$ cat src/hdl/lsbe_pkg.sv
// lsbe_pkg: shared types, register indexes and constants of the led strip bit encoder
// used by lsbe_config, lsbe_encode and led_strip_bit_encoder_unit; no dependencies
package lsbe_pkg;

    localparam int unsigned BYTE_W          = 8;
    localparam int unsigned NUM_SLOTS       = 8;
    localparam int unsigned FACTOR_W        = 17;
    localparam int unsigned PRODUCT_W       = BYTE_W + FACTOR_W;
    localparam int unsigned GAP_BYTES_DEFAULT = 6;
    localparam int unsigned BYTES_PER_PIXEL = 3;

    // register indexes of the config port
    localparam int unsigned CFG_INDEX_W = 2;
    localparam logic [CFG_INDEX_W-1:0] REG_BRIGHTNESS   = 2'd0;
    localparam logic [CFG_INDEX_W-1:0] REG_GAMMA_ENABLE = 2'd1;
    localparam logic [CFG_INDEX_W-1:0] REG_HIGH_COMPARE = 2'd2;
    localparam logic [CFG_INDEX_W-1:0] REG_LOW_COMPARE  = 2'd3;

    // register reset values
    localparam logic [BYTE_W-1:0] BRIGHTNESS_RESET   = 8'd255;
    localparam logic              GAMMA_ENABLE_RESET = 1'b0;
    localparam logic [BYTE_W-1:0] HIGH_COMPARE_RESET = 8'd49;
    localparam logic [BYTE_W-1:0] LOW_COMPARE_RESET  = 8'd24;

    // fixed gamma factors
    localparam logic [BYTE_W-1:0] GREEN_GAMMA = 8'hB0;
    localparam logic [BYTE_W-1:0] BLUE_GAMMA  = 8'hF0;

    // byte order within a pixel
    localparam logic [1:0] BYTE_RED   = 2'd0;
    localparam logic [1:0] BYTE_GREEN = 2'd1;
    localparam logic [1:0] BYTE_BLUE  = 2'd2;

    // scale factor after reset: (255+1) << 8
    localparam logic [FACTOR_W-1:0] FACTOR_RESET = 17'h10000;

    typedef logic [NUM_SLOTS-1:0][BYTE_W-1:0] slot_row_t;

    // settings handed from the config block to the encoder
    typedef struct packed {
        logic [FACTOR_W-1:0] red_factor;
        logic [FACTOR_W-1:0] green_factor;
        logic [FACTOR_W-1:0] blue_factor;
        logic [BYTE_W-1:0]   high_compare;
        logic [BYTE_W-1:0]   low_compare;
    } cfg_t;

endpackage

$ cat src/hdl/lsbe_config.sv
// lsbe_config: configuration registers and registered per-color scale factors
// depends on lsbe_pkg
module lsbe_config (
    input  logic                               clk,
    input  logic                               rst_n,
    input  logic                               cfg_write,
    input  logic [lsbe_pkg::CFG_INDEX_W-1:0]   cfg_index,
    input  logic [lsbe_pkg::BYTE_W-1:0]        cfg_data,
    output lsbe_pkg::cfg_t                     cfg
);

    logic [lsbe_pkg::BYTE_W-1:0]   brightness_reg, brightness_next;
    logic                          gamma_reg, gamma_next;
    logic [lsbe_pkg::BYTE_W-1:0]   high_reg, high_next;
    logic [lsbe_pkg::BYTE_W-1:0]   low_reg, low_next;
    logic [lsbe_pkg::FACTOR_W-1:0] red_factor_reg, red_factor_next;
    logic [lsbe_pkg::FACTOR_W-1:0] green_factor_reg, green_factor_next;
    logic [lsbe_pkg::FACTOR_W-1:0] blue_factor_reg, blue_factor_next;
    logic [lsbe_pkg::BYTE_W:0]     scale;

    always_comb
    begin
        brightness_next = brightness_reg;
        gamma_next      = gamma_reg;
        high_next       = high_reg;
        low_next        = low_reg;
        if (cfg_write)
        begin
            unique case (cfg_index)
                lsbe_pkg::REG_BRIGHTNESS:   brightness_next = cfg_data;
                lsbe_pkg::REG_GAMMA_ENABLE: gamma_next      = cfg_data[0];
                lsbe_pkg::REG_HIGH_COMPARE: high_next       = cfg_data;
                lsbe_pkg::REG_LOW_COMPARE:  low_next        = cfg_data;
                default: ;
            endcase
        end
    end

    // factors follow the written values at the same edge
    always_comb
    begin
        scale           = {1'b0, brightness_next} + 9'd1;
        red_factor_next = {scale, 8'd0};
        if (gamma_next)
        begin
            green_factor_next = lsbe_pkg::FACTOR_W'(scale)
                              * lsbe_pkg::FACTOR_W'(lsbe_pkg::GREEN_GAMMA);
            blue_factor_next  = lsbe_pkg::FACTOR_W'(scale)
                              * lsbe_pkg::FACTOR_W'(lsbe_pkg::BLUE_GAMMA);
        end
        else
        begin
            green_factor_next = {scale, 8'd0};
            blue_factor_next  = {scale, 8'd0};
        end
    end

    always_ff @(posedge clk or negedge rst_n)
    begin
        if (!rst_n)
        begin
            brightness_reg   <= lsbe_pkg::BRIGHTNESS_RESET;
            gamma_reg        <= lsbe_pkg::GAMMA_ENABLE_RESET;
            high_reg         <= lsbe_pkg::HIGH_COMPARE_RESET;
            low_reg          <= lsbe_pkg::LOW_COMPARE_RESET;
            red_factor_reg   <= lsbe_pkg::FACTOR_RESET;
            green_factor_reg <= lsbe_pkg::FACTOR_RESET;
            blue_factor_reg  <= lsbe_pkg::FACTOR_RESET;
        end
        else
        begin
            brightness_reg   <= brightness_next;
            gamma_reg        <= gamma_next;
            high_reg         <= high_next;
            low_reg          <= low_next;
            red_factor_reg   <= red_factor_next;
            green_factor_reg <= green_factor_next;
            blue_factor_reg  <= blue_factor_next;
        end
    end

    assign cfg.red_factor   = red_factor_reg;
    assign cfg.green_factor = green_factor_reg;
    assign cfg.blue_factor  = blue_factor_reg;
    assign cfg.high_compare = high_reg;
    assign cfg.low_compare  = low_reg;

endmodule

$ cat src/hdl/lsbe_encode.sv
// lsbe_encode: scales one selected color byte and maps its bits to compare slots
// depends on lsbe_pkg
module lsbe_encode (
    input  lsbe_pkg::cfg_t                  cfg,
    input  logic [lsbe_pkg::BYTE_W-1:0]     red,
    input  logic [lsbe_pkg::BYTE_W-1:0]     green,
    input  logic [lsbe_pkg::BYTE_W-1:0]     blue,
    input  logic [1:0]                      byte_sel,
    input  logic                            gap,
    output lsbe_pkg::slot_row_t             slots
);

    logic [lsbe_pkg::BYTE_W-1:0]    color;
    logic [lsbe_pkg::FACTOR_W-1:0]  factor;
    logic [lsbe_pkg::PRODUCT_W-1:0] product;
    logic [lsbe_pkg::BYTE_W-1:0]    scaled;

    always_comb
    begin
        unique case (byte_sel)
            lsbe_pkg::BYTE_RED:
            begin
                color  = red;
                factor = cfg.red_factor;
            end
            lsbe_pkg::BYTE_GREEN:
            begin
                color  = green;
                factor = cfg.green_factor;
            end
            default:
            begin
                color  = blue;
                factor = cfg.blue_factor;
            end
        endcase
    end

    assign product = {{lsbe_pkg::FACTOR_W{1'b0}}, color} * {{lsbe_pkg::BYTE_W{1'b0}}, factor};
    assign scaled  = product[16 +: lsbe_pkg::BYTE_W];

    // slot k carries bit 7-k, msb first
    always_comb
    begin
        for (int k = 0; k < lsbe_pkg::NUM_SLOTS; k++)
        begin
            if (gap)
                slots[k] = '0;
            else if (scaled[lsbe_pkg::NUM_SLOTS-1-k])
                slots[k] = cfg.high_compare;
            else
                slots[k] = cfg.low_compare;
        end
    end

endmodule

$ cat src/hdl/led_strip_bit_encoder_unit.sv
// led_strip_bit_encoder_unit: pixel to led strip compare-slot encoder, top level
// an accepted pixel waits in the input holding register; its first beat then moves into the output register
// throughput: one result beat per cycle while out_ready is high; 3 beats per pixel, 3 + GAP_BYTES on a last pixel
// the single 8x17 scale multiplier in lsbe_encode is shared by the three bytes of a pixel
// reset: async active low, registers return to brightness 255, gamma off, compares 49/24
// depends on lsbe_pkg, lsbe_config, lsbe_encode
module led_strip_bit_encoder_unit #(
    parameter int unsigned GAP_BYTES = lsbe_pkg::GAP_BYTES_DEFAULT
) (
    input  logic                               clk,
    input  logic                               rst_n,
    // config write port
    input  logic                               cfg_write,
    input  logic [lsbe_pkg::CFG_INDEX_W-1:0]   cfg_index,
    input  logic [lsbe_pkg::BYTE_W-1:0]        cfg_data,
    // pixel input channel
    input  logic                               in_valid,
    output logic                               in_ready,
    input  logic [lsbe_pkg::BYTE_W-1:0]        red,
    input  logic [lsbe_pkg::BYTE_W-1:0]        green,
    input  logic [lsbe_pkg::BYTE_W-1:0]        blue,
    input  logic                               last_pixel,
    // result output channel
    output logic                               out_valid,
    input  logic                               out_ready,
    output logic [lsbe_pkg::BYTE_W-1:0]        slot0,
    output logic [lsbe_pkg::BYTE_W-1:0]        slot1,
    output logic [lsbe_pkg::BYTE_W-1:0]        slot2,
    output logic [lsbe_pkg::BYTE_W-1:0]        slot3,
    output logic [lsbe_pkg::BYTE_W-1:0]        slot4,
    output logic [lsbe_pkg::BYTE_W-1:0]        slot5,
    output logic [lsbe_pkg::BYTE_W-1:0]        slot6,
    output logic [lsbe_pkg::BYTE_W-1:0]        slot7,
    output logic                               is_gap,
    output logic                               run_end
);

    // step counts the beats of one pixel: color bytes first, then the latch gap
    localparam int unsigned MAX_STEPS = lsbe_pkg::BYTES_PER_PIXEL + GAP_BYTES;
    localparam int unsigned STEP_W    = $clog2(MAX_STEPS);
    localparam logic [STEP_W-1:0] LAST_COLOR_STEP = STEP_W'(lsbe_pkg::BYTES_PER_PIXEL - 1);
    localparam logic [STEP_W-1:0] LAST_GAP_STEP   = STEP_W'(MAX_STEPS - 1);

    lsbe_pkg::cfg_t       cfg;
    lsbe_pkg::slot_row_t  slots;

    // input holding register
    logic                          hold_valid_reg, hold_valid_next;
    logic [lsbe_pkg::BYTE_W-1:0]   red_reg, green_reg, blue_reg;
    logic                          last_reg;
    logic [STEP_W-1:0]             step_reg, step_next;

    // output register
    logic                          out_valid_reg, out_valid_next;
    lsbe_pkg::slot_row_t           slots_reg;
    logic                          gap_reg;
    logic                          run_end_reg;

    logic                          advance;
    logic                          in_gap;
    logic                          final_beat;
    logic                          accept;

    lsbe_config u_config (
        .clk       (clk),
        .rst_n     (rst_n),
        .cfg_write (cfg_write),
        .cfg_index (cfg_index),
        .cfg_data  (cfg_data),
        .cfg       (cfg)
    );

    lsbe_encode u_encode (
        .cfg      (cfg),
        .red      (red_reg),
        .green    (green_reg),
        .blue     (blue_reg),
        .byte_sel (step_reg[1:0]),
        .gap      (in_gap),
        .slots    (slots)
    );

    // a beat moves into the output register whenever it is empty or being drained
    assign advance    = hold_valid_reg && (!out_valid_reg || out_ready);
    assign in_gap     = step_reg > LAST_COLOR_STEP;
    assign final_beat = last_reg ? (step_reg == LAST_GAP_STEP) : (step_reg == LAST_COLOR_STEP);

    // next pixel enters when the holding register is empty or while the current one hands off its final beat
    assign in_ready = !hold_valid_reg || (advance && final_beat);
    assign accept   = in_valid && in_ready;

    always_comb
    begin
        hold_valid_next = hold_valid_reg;
        step_next       = step_reg;
        if (advance)
        begin
            if (final_beat)
            begin
                step_next       = '0;
                hold_valid_next = 1'b0;
            end
            else
            begin
                step_next = step_reg + 1'b1;
            end
        end
        if (accept)
            hold_valid_next = 1'b1;
    end

    always_comb
    begin
        out_valid_next = out_valid_reg;
        if (advance)
            out_valid_next = 1'b1;
        else if (out_ready)
            out_valid_next = 1'b0;
    end

    // control state
    always_ff @(posedge clk or negedge rst_n)
    begin
        if (!rst_n)
        begin
            hold_valid_reg <= 1'b0;
            step_reg       <= '0;
            out_valid_reg  <= 1'b0;
        end
        else
        begin
            hold_valid_reg <= hold_valid_next;
            step_reg       <= step_next;
            out_valid_reg  <= out_valid_next;
        end
    end

    // payload, no reset needed
    always_ff @(posedge clk)
    begin
        if (accept)
        begin
            red_reg   <= red;
            green_reg <= green;
            blue_reg  <= blue;
            last_reg  <= last_pixel;
        end
        if (advance)
        begin
            slots_reg   <= slots;
            gap_reg     <= in_gap;
            run_end_reg <= final_beat;
        end
    end

    assign out_valid = out_valid_reg;
    assign slot0     = slots_reg[0];
    assign slot1     = slots_reg[1];
    assign slot2     = slots_reg[2];
    assign slot3     = slots_reg[3];
    assign slot4     = slots_reg[4];
    assign slot5     = slots_reg[5];
    assign slot6     = slots_reg[6];
    assign slot7     = slots_reg[7];
    assign is_gap    = gap_reg;
    assign run_end   = run_end_reg;

endmodule
$ cat config.mk
export PLATFORM = sky130hd
export DESIGN_NAME = led_strip_bit_encoder_unit
export DESIGN_NICKNAME = d
export VERILOG_FILES = /design/src/hdl/lsbe_pkg.sv /design/src/hdl/lsbe_config.sv /design/src/hdl/lsbe_encode.sv /design/src/hdl/led_strip_bit_encoder_unit.sv
export SDC_FILE = /design/constraint.sdc
export NUM_CORES = 1
export LEC_CHECK = 0
export BUFFER_PORTS_ARGS = -buffer_cell sky130_fd_sc_hd__buf_4
export CAP_MARGIN = 10
export CORE_ASPECT_RATIO = 1.25
export CORE_UTILIZATION = 65
export CTS_CLUSTER_SIZE = 8
export DETAILED_ROUTE_END_ITERATION = 8
export PLACE_DENSITY = 0.86
export SYNTH_ARGS = -nofsm -noshare
export SYNTH_HDL_FRONTEND = slang
export SYNTH_SLANG_ARGS = --single-unit
$ cat constraint.sdc
create_clock -name clk -period 15.66 [get_ports clk]
set_clock_uncertainty 0.2 [all_clocks]
set_input_delay 0.783 -clock clk [delete_from_list [all_inputs] [get_ports clk]]
set_output_delay 0.783 -clock clk [all_outputs]
set_load 0.03 [all_outputs]
==> impl_metrics.json, run 1 <==
{
  "fmax_ghz": 0.129,
  "post-synth-top-count-cell": "inv_1",
  "dp_hpwl_um": 20900,
  "worstSetupPathType": "reg -> reg",
  "arrival_ns": 7.74,
  "clk_path_buf_depth": 2,
  "viasPerCell": 6.15,
  "gr-total-overflow": 0,
  "period_share_pct": 49.6,
  "worstSkewPairLatency_ns": 0.43,
  "syn_area_um2": 12000,
  "diodes": 0,
  "wire_per_inst_um": 19.2,
  "antenna_found_initial": 0,
  "post_synth_inst_count": 1157,
  "final_hold_viol_count": 0,
  "max_cap_viol_count": 0,
  "grt_max_degree": 71,
  "fin_tns_setup_ns": 0,
  "postCtsSetupRepairBufs": 0,
  "post-place-cells": 1448,
  "stdcell_count": 1480,
  "synth_edf_count": 91,
  "synth.area.top_cells": "edfxtp_1, fa_1, dfrtp_1",
  "rsz0062_at_grt": "false",
  "yosysWarnings": 0,
  "clkTransAtPathRegs_ns": 0.07,
  "drc": 0,
  "ioPinCount": 108,
  "via_count": 9101,
  "fp-row-count": 55,
  "critical_path.max_fanout": 39,
  "yosysTopAreaCellShare_pct": 22.8,
  "cts_tree": "built",
  "async_reset_ff_share_pct": 41.3,
  "drt-initial-drc-count": 734,
  "tightest_slew_ns": 1.20,
  "status": "finished, final reports clean",
  "cts_buffers": 17,
  "period_minus_slack_ns": 7.76,
  "die_x_um": 124,
  "drive_gt1_share_pct": 18.4,
  "ys_types": 68,
  "die_y_um": 154,
  "clockRootBuffer": "clkbuf_16",
  "start_util_pct": 66.3,
  "cts.hold.buffers_added": 0,
  "wl_um": 28400,
  "ys_ff_latch": 155,
  "hold_class": "in -> async",
  "worstSetupStartpointType": "flop",
  "crit_required_ns": 15.63,
  "area_growth_pct": 12.9,
  "synth_nets": 1359,
  "avgSynthCellArea_um2": 10.4,
  "largest_register_ffs": 13,
  "final_area_um2": 13500,
  "grt_use_total_pct": 31.9,
  "grt_pass1_wl_um": 46000,
  "cts_sinks": 155,
  "grt_pass1_vias": 9239,
  "synth_seq_area_share_pct": 36.3,
  "place.gp.congestion": 0.956,
  "cts_resized": 0,
  "maxSlewHeadroom_pct": 20.0,
  "synth_ff_type": "edfxtp_1",
  "die_area_um2": 19000,
  "setup_viol": 0,
  "firstDrtPassIters": 6,
  "drv_slew": 0,
  "post_dp_cell_area_um2": 13000,
  "nNetsFinal": 1441,
  "end_kind": "flop",
  "postRouteAntennaNets": 0,
  "yosysTopAreaCell": "edfxtp_1",
  "netlist_top_cells_count": "inv_1, nor2_1, edfxtp_1",
  "portBuffers": 107,
  "cts_max_level": 4,
  "core-area_um2": 18100
}
## metal layers
metal / GRT usage [%] / share of wire, % / vias up
li1: - / - / 4196
met4: 15.8 / 4.4 / 0
met5: 0 / 0 / -
met3: 4.71 / 5.6 / 86
met1: 37.6 / 37 / 4437
met2: 55.9 / 53 / 382
## layout make-up
cell class	count	area, um^2
flip-flops and latches	155	4350
well taps	228	285
multi-input cells	817	6950
inverters	130	488
repair buffers	118	886
clock inverters	15	158
clock buffers	17	425
fillers	1203	4550
## per-stage QoR
stage / utilization [%] / hold WS (ns) / setup slack [ns]
5_1_grt: 74.8 / 0.289 / 7.44
6_report: 74.8 / 0.221 / 7.90
3_5_place_dp: 71.6 / 0.329 / 8.03
4_1_cts: 74.8 / 0.242 / 8.00
3_3_place_gp: 71.6 / 0.297 / 8.30
2_1_floorplan: - / 0.257 / 9.26
## final timing paths
check	slack, ns	depth (start not counted)	end	start
max in group asynchronous	14.53	1	u_config.green_factor_reg[11]$_DFF_PN0_	rst_n
min in group clk	0.32	1	last_reg$_DFFE_PP_	last_pixel
max	7.90	17	slot1[2]$_SDFFCE_PP0P_	step_reg[0]$_DFFE_PN0P_
max reg2reg	7.90	17	slot1[2]$_SDFFCE_PP0P_	step_reg[0]$_DFFE_PN0P_
min reg2reg	0.35	2	out_valid$_DFFE_PN0P_	out_valid$_DFFE_PN0P_
min	0.22	1	u_config.low_reg[5]$_DFFE_PN0P_	rst_n
## cell families (layout without fill, tap and decap cells)
logic type | count (synthesis) | in the layout | synth area share, %
muxes | 69 | 69 | 5.99
AOI/OAI and AO/OA | 181 | 181 | 10.9
and+or+nand+nor | 386 | 386 | 17.1
adders and majority gates | 162 | 162 | 22.1
DFF | 155 | 155 | 36.3
xor gates and xnor gates | 19 | 19 | 1.61
buffers and inverters | 185 | 280 | 5.94
## cells in the final DEF (no fill, tap or decap), types with 4 or more instances in the layout
master and count:
inv_8 4, clkbuf_16 17, o21ai_0 22, or3_1 5, ha_1 78, fa_1 84
o31ai_1 4, nand2b_1 34, a211oi_1 5, or2_2 23, nand2_1 71, and2_1 10
o31a_1 4, xnor2_1 12, inv_1 129, mux2_2 22, dfstp_2 16, a221o_1 8
nor2_1 92, and3_1 17, o211ai_1 13, a22o_1 24, a21o_1 15, a21oi_1 37
mux2i_1 46, buf_4 118, nand3_1 56, nand3b_1 12, nor3_1 9, a211o_1 11
xor2_1 5, nand4b_1 8, edfxtp_1 91, o22ai_1 4, nand4_1 9, nor3b_1 25
dfrtp_1 48, o21a_1 6
## critical path: stages (launching register included)
cell and delay [ns]:
dfrtp_1 0.42, inv_1 0.11, ha_1 0.21, buf_4 0.22
nor2_1 0.69, a21oi_1 0.49, or2_2 0.43, fa_1 0.50
fa_1 0.53, fa_1 0.52, fa_1 0.55, inv_1 0.04
ha_1 0.93, nand3_1 0.26, a21o_1 0.30, o211ai_2 0.74
a22o_1 0.26, nand3_1 0.10
Power of run 1 is left out: the tool's default activity adds up to more than one toggle a clock period on the data nets, which glitch-free logic cannot reach.
==> run 2: changes to the inputs <==
--- a/config.mk
+++ b/config.mk
@@ -5,13 +5,14 @@
 export SDC_FILE = /design/constraint.sdc
 export NUM_CORES = 1
 export LEC_CHECK = 0
+export ABC_AREA = 1
 export BUFFER_PORTS_ARGS = -buffer_cell sky130_fd_sc_hd__buf_4
 export CAP_MARGIN = 10
 export CORE_ASPECT_RATIO = 1.25
-export CORE_UTILIZATION = 65
+export CORE_UTILIZATION = 61
 export CTS_CLUSTER_SIZE = 8
 export DETAILED_ROUTE_END_ITERATION = 8
-export PLACE_DENSITY = 0.86
+export PLACE_DENSITY = 0.82
 export SYNTH_ARGS = -nofsm -noshare
 export SYNTH_HDL_FRONTEND = slang
 export SYNTH_SLANG_ARGS = --single-unit
==> constraint.sdc (replaced) <==
create_clock -name clk -period 7.4 [get_ports clk]
set_clock_uncertainty 0.2 [all_clocks]
set_input_delay 0.37 -clock clk [delete_from_list [all_inputs] [get_ports clk]]
set_output_delay 0.37 -clock clk [all_outputs]
set_load 0.03 [all_outputs]
==> run 2 against run 1 <==
First-iteration DRC count rose by 20%. Utilization is 2.4 points lower. The flow now finishes with violations (design-rule violations). Maximum frequency rose by 16%. Synthesized cell count is 15% higher.
==> impl_metrics.json, run 2 <==
{
  "fmax_ghz": 0.150,
  "whs_ns": 0.00605,
  "place.gp.congestion": 0.953,
  "worstSkewPairLatency_ns": 0.44,
  "viasPerCell": 5.62,
  "diodes": 0,
  "nNetsFinal": 1673,
  "grt_pass1_wl_um": 47900,
  "setup_slack_ns": 0.723,
  "maxSlewHeadroom_pct": 28.8,
  "gr-total-overflow": 0,
  "fp-row-count": 56,
  "synth.area.top_cells": "edfxtp_1, fa_1, dfrtp_1",
  "hold_class": "in -> reg",
  "worstSetupPathType": "reg -> reg",
  "grt_use_total_pct": 31.9,
  "ioPinCount": 108,
  "cts_sinks": 155,
  "area_growth_pct": 16.8,
  "rsz0062_at_grt": "false",
  "drt-initial-drc-count": 881,
  "end_kind": "flop",
  "tightest_slew_ns": 1.06,
  "largest_register_ffs": 13,
  "synth_seq_area_share_pct": 37.5,
  "yosysTopAreaCellShare_pct": 23.6,
  "worstSetupStartpointType": "flop",
  "drv_slew": 0,
  "dp_hpwl_um": 21800,
  "die_x_um": 125,
  "dpl_worst_slack_ns": 0.753,
  "clockRootBuffer": "clkbuf_16",
  "netlist_top_cells_count": "nand2_1, inv_1, nor2_1",
  "cts_max_level": 4,
  "final_hold_viol_count": 0,
  "drive_gt1_share_pct": 16.1,
  "max_cap_viol_count": 0,
  "cts_tree": "built",
  "ys_types": 48,
  "antenna_found_initial": 0,
  "cts_buffers": 17,
  "status": "finished, violations left",
  "avgSynthCellArea_um2": 8.74,
  "synth_ff_type": "edfxtp_1",
  "synth_nets": 1530,
  "wl_um": 29400,
  "critical_path.max_fanout": 26,
  "clkTransAtPathRegs_ns": 0.07,
  "layout_commonest_cell": "nand2_1",
  "drc": 9,
  "violations": "design-rule violations",
  "die_area_um2": 19600,
  "syn_area_um2": 11600,
  "crit_required_ns": 7.49,
  "postCtsSetupRepairBufs": 0,
  "postRouteAntennaNets": 0,
  "wire_per_inst_um": 17.1,
  "arrival_ns": 6.77,
  "grt_pass1_vias": 9732,
  "setup_viol": 0,
  "ys_ff_latch": 155,
  "die_y_um": 156,
  "portBuffers": 107,
  "yosysWarnings": 0,
  "period_share_pct": 90.2,
  "post_synth_inst_count": 1328,
  "cts_resized": 0,
  "clk_path_buf_depth": 2,
  "post-synth-top-count-cell": "nand2_1",
  "final_cell_mix": "nand2_1, inv_1, nor2_1",
  "via_count": 9646,
  "synth_edf_count": 91,
  "firstDrtPassIters": 8,
  "core-area_um2": 18700,
  "yosysTopAreaCell": "edfxtp_1",
  "start_util_pct": 62.0,
  "grt_max_degree": 72,
  "period_minus_slack_ns": 6.68,
  "async_reset_ff_share_pct": 41.3,
  "fin_tns_setup_ns": 0
}
==> run 2: cell count changes after synthesis, moves of 32 or more <==
cell | previous run | this run
nand2_1 | 71 | 251
o21ai_0 | 22 | 59
inv_1 | 130 | 224
nor2_1 | 92 | 173
nand2b_1 | 34 | 0
nand3_1 | 56 | 88
mux2i_1 | 47 | 0
==> run 2: area by class of cell <==
type / instances / area, um^2
fillers: 1369 / 5160
multi-input cells: 916 / 6210
inverters: 230 / 863
repair buffers: 151 / 1210
flip-flops and latches: 155 / 4350
clock inverters: 15 / 195
clock buffers: 17 / 425
well taps: 232 / 290
==> run 2: per-stage QoR <==
step / utilization (%) / instance area [um^2] / cells
5_1_grt: 72.4 / 13500 / 1716
3_3_place_gp: 67.5 / 12600 / 1655
4_1_cts: 72.4 / 13500 / 1716
2_1_floorplan: - / 11600 / 1328
6_report: 72.4 / 13500 / 1716
3_5_place_dp: 67.5 / 12600 / 1655
==> run 2: metal layers <==
metal,track usage [%],part of all wire (%),up-vias
li1,-,-,4506
met1,37.2,37,4629
met2,57.0,51,406
met3,4.05,6.2,105
met4,17.9,5.1,0
met5,0,0,-
==> run 2: cells by family (layout without fill, tap and decap cells) <==
| logic type | Yosys count | after routing | share of synthesized area (%) |
|---|---|---|---|
| compound gates | 159 | 159 | 7.68 |
| simple gates | 580 | 580 | 21.6 |
| xor+xnor | 15 | 15 | 1.29 |
| buf+inv | 257 | 413 | 8.94 |
| fa+ha+maj | 162 | 162 | 22.9 |
| flops | 155 | 155 | 37.5 |
==> run 2: path summary, 6_finish.rpt <==
check | from | endpoint | slack, ns | depth (start not counted)
worst max-delay path | step_reg[0]$_DFFE_PN0P_ | slot5[4]$_SDFFCE_PP0P_ | 0.72 | 21
worst min-delay path | out_ready | out_valid$_DFFE_PN0P_ | 0.006 | 4
worst max register to register | step_reg[0]$_DFFE_PN0P_ | slot5[4]$_SDFFCE_PP0P_ | 0.72 | 21
worst min register to register | hold_valid_reg$_DFFE_PN0P_ | out_valid$_DFFE_PN0P_ | 0.29 | 2
max in group asynchronous | rst_n | u_config.green_factor_reg[12]$_DFF_PN0_ | 6.14 | 2
min in group asynchronous | rst_n | u_config.high_reg[3]$_DFFE_PN0P_ | 0.36 | 2
==> run 2: critical path: stages, from the launching register on <==
cell and delay [ns]:
dfrtp_1 0.37, inv_1 0.10, ha_1 0.25, nor2_4 0.21
inv_2 0.23, o21ai_1 0.67, inv_1 0.22, nand2_1 0.14
fa_1 0.45, fa_1 0.54, fa_1 0.53, fa_1 0.55
inv_1 0.04, ha_1 0.33, inv_1 0.18, o21ai_0 0.14
a21oi_1 0.17, a21boi_0 0.49, nand3_2 0.30, nand2_4 0.19
nand2_1 0.07, a21oi_1 0.15
==> run 2: what timing repair did <==
action	CTS	global route
hold endpoints to repair	76	0
hold buffers	29	0
endpoints found under the setup margin	0	0
Power of run 2 is left out for the same reason.
==> run 3: changes to the inputs <==
--- a/config.mk
+++ b/config.mk
@@ -12,7 +12,9 @@
 export CORE_UTILIZATION = 61
 export CTS_CLUSTER_SIZE = 8
 export DETAILED_ROUTE_END_ITERATION = 8
+export MAX_ROUTING_LAYER = met4
 export PLACE_DENSITY = 0.82
+export RECOVER_POWER = 50
 export SYNTH_ARGS = -nofsm -noshare
 export SYNTH_HDL_FRONTEND = slang
 export SYNTH_SLANG_ARGS = --single-unit
==> run 3 against run 2 <==
The flow finishes with violations (design-rule violations, max-capacitance violations, max-slew violations). Sequential share of layout area up 0.68 points. Worst hold slack gained 0.019 ns. Critical path depth grew 2. Final area decreased by 2.1%. Cell count barely moved.
==> impl_metrics.json, run 3 (synthesis gave the netlist of run 2 again) <==
{
  "multi_input_area_um2": 6200,
  "rsz0062_at_grt": "false",
  "dp_hpwl_um": 22200,
  "grt_pass1_wl_um": 47700,
  "cts_sinks": 155,
  "tightest_slew_ns": 3.62,
  "cts_max_level": 4,
  "worstSetupStartpointType": "flop",
  "start_util_pct": 62.0,
  "num-fill-cells": 1460,
  "die_y_um": 156,
  "max_cap_viol_count": 2,
  "largest_register_ffs": 13,
  "ioPinCount": 108,
  "firstDrtPassIters": 7,
  "clkTransAtPathRegs_ns": 0.08,
  "die_x_um": 125,
  "fin_tns_setup_ns": 0,
  "clockRootBuffer": "clkbuf_16",
  "arrival_ns": 6.63,
  "postCtsSetupRepairBufs": 0,
  "place.gp.congestion": 1.00,
  "die_area_um2": 19600,
  "antenna_found_initial": 0,
  "diodes": 0,
  "seqCellArea_um2": 4350,
  "gr-total-overflow": 0,
  "clk_path_buf_depth": 2,
  "layout_commonest_cell": "nand2_1",
  "critical_path.max_fanout": 26,
  "portBuffers": 107,
  "drc": 9,
  "end_kind": "flop",
  "maxSlewHeadroom_pct": -141,
  "drt-initial-drc-count": 706,
  "crit_required_ns": 7.35,
  "viasPerCell": 5.59,
  "hold_class": "in -> reg",
  "nNetsFinal": 1674,
  "worstSkewPairLatency_ns": 0.44,
  "worstSetupPathType": "reg -> reg",
  "violations": "design-rule violations, max-capacitance violations, max-slew violations",
  "wire_per_inst_um": 17.4,
  "grt_pass1_vias": 9658,
  "fmax_ghz": 0.150,
  "final_hold_viol_count": 0,
  "grt_max_degree": 72,
  "area_growth_pct": 14.3,
  "wl_um": 29900,
  "cts_tree": "built",
  "final_cell_mix": "nand2_1, inv_1, nor2_1",
  "via_count": 9594,
  "status": "finished, violations left",
  "cts_buffers": 17,
  "postRouteAntennaNets": 0,
  "period_share_pct": 90.2,
  "period_minus_slack_ns": 6.67,
  "fp-row-count": 56,
  "setup_viol": 0,
  "drv_slew": 137,
  "grt_use_total_pct": 32.9,
  "core-area_um2": 18700,
  "drive_gt1_share_pct": 10.9
}
## run 3: cell count changes in the layout (fill, tap and decap cells not counted), moves of 2 or more
cell	before	now
o21ai_1	14	10
clkinv_8	3	1
clkbuf_1	0	74
clkinvlp_4	1	3
o21ai_0	59	64
clkbuf_4	0	23
buf_4	122	25
inv_8	2	4
inv_6	6	4
## run 3: layout make-up
type	instances	share of cell area (%)
Inverter	230	6.51
Clock buffer	17	3.21
Timing Repair Buffer	152	7.07
Sequential cell	155	32.8
Multi-Input combinational cell	916	46.7
Tap cell	232	2.19
Clock inverter	15	1.47
## run 3: what timing repair did
item                                   CTS  global route
hold buffers                            30             0
endpoints found under the hold margin   78             0
gates resized for setup                  0             0
## run 3: stage by stage
stage	instance area, um^2	cells	setup WS [ns]	util [%]	hold slack, ns
after floorplan	11600	1328	1.59	-	-0.126
after global placement	12600	1655	0.988	67.5	0.272
after detailed placement	12600	1655	0.761	67.5	0.275
after CTS	13600	1717	0.758	72.5	0.0137
after global routing	13300	1717	0.384	70.9	0.0490
final	13300	1717	0.727	70.9	0.0255
## run 3: worst paths after layout
path	start	endpoint	slack, ns	cells past startpoint
hold / removal	cfg_data[6]	u_config.high_reg[6]$_DFFE_PN0P_	0.03	3
setup / recovery	step_reg[0]$_DFFE_PN0P_	slot5[6]$_SDFFCE_PP0P_	0.73	23
setup reg to reg	step_reg[0]$_DFFE_PN0P_	slot5[6]$_SDFFCE_PP0P_	0.73	23
max in group asynchronous	rst_n	u_config.red_factor_reg[14]$_DFF_PN0_	3.77	2
hold reg to reg	hold_valid_reg$_DFFE_PN0P_	out_valid$_DFFE_PN0P_	0.29	2
min in group asynchronous	rst_n	u_config.low_reg[5]$_DFFE_PN0P_	1.37	2
## run 3: worst max-delay path: stages, from the launching register on
cell      delay [ns]
dfrtp_1         0.39
inv_1           0.11
ha_1            0.25
nor2_4          0.22
inv_2           0.22
o21ai_1         0.65
inv_1           0.20
nand2_1         0.13
fa_1            0.46
fa_1            0.54
inv_1           0.05
fa_1            0.52
inv_1           0.06
fa_1            0.54
inv_1           0.05
ha_1            0.31
a21oi_1         0.23
o21ai_0         0.15
a21boi_0        0.45
nand2_1         0.13
nand2_2         0.21
nand2_4         0.12
nand2_1         0.10
a21oi_1         0.07
## run 3: routing by layer
| metal | share of wire (%) | global-route usage [%] | up-vias | wire [um] |
|---|---|---|---|---|
| met4 | 4.4 | 17.0 | 0 | 1320 |
| met2 | 52 | 58.5 | 372 | 15700 |
| met5 | 0 | - | - | 0 |
| met1 | 37 | 35.8 | 4626 | 11200 |
| met3 | 5.8 | 5.14 | 89 | 1740 |
| li1 | - | - | 4507 | - |
Power of run 3 is left out for the same reason.
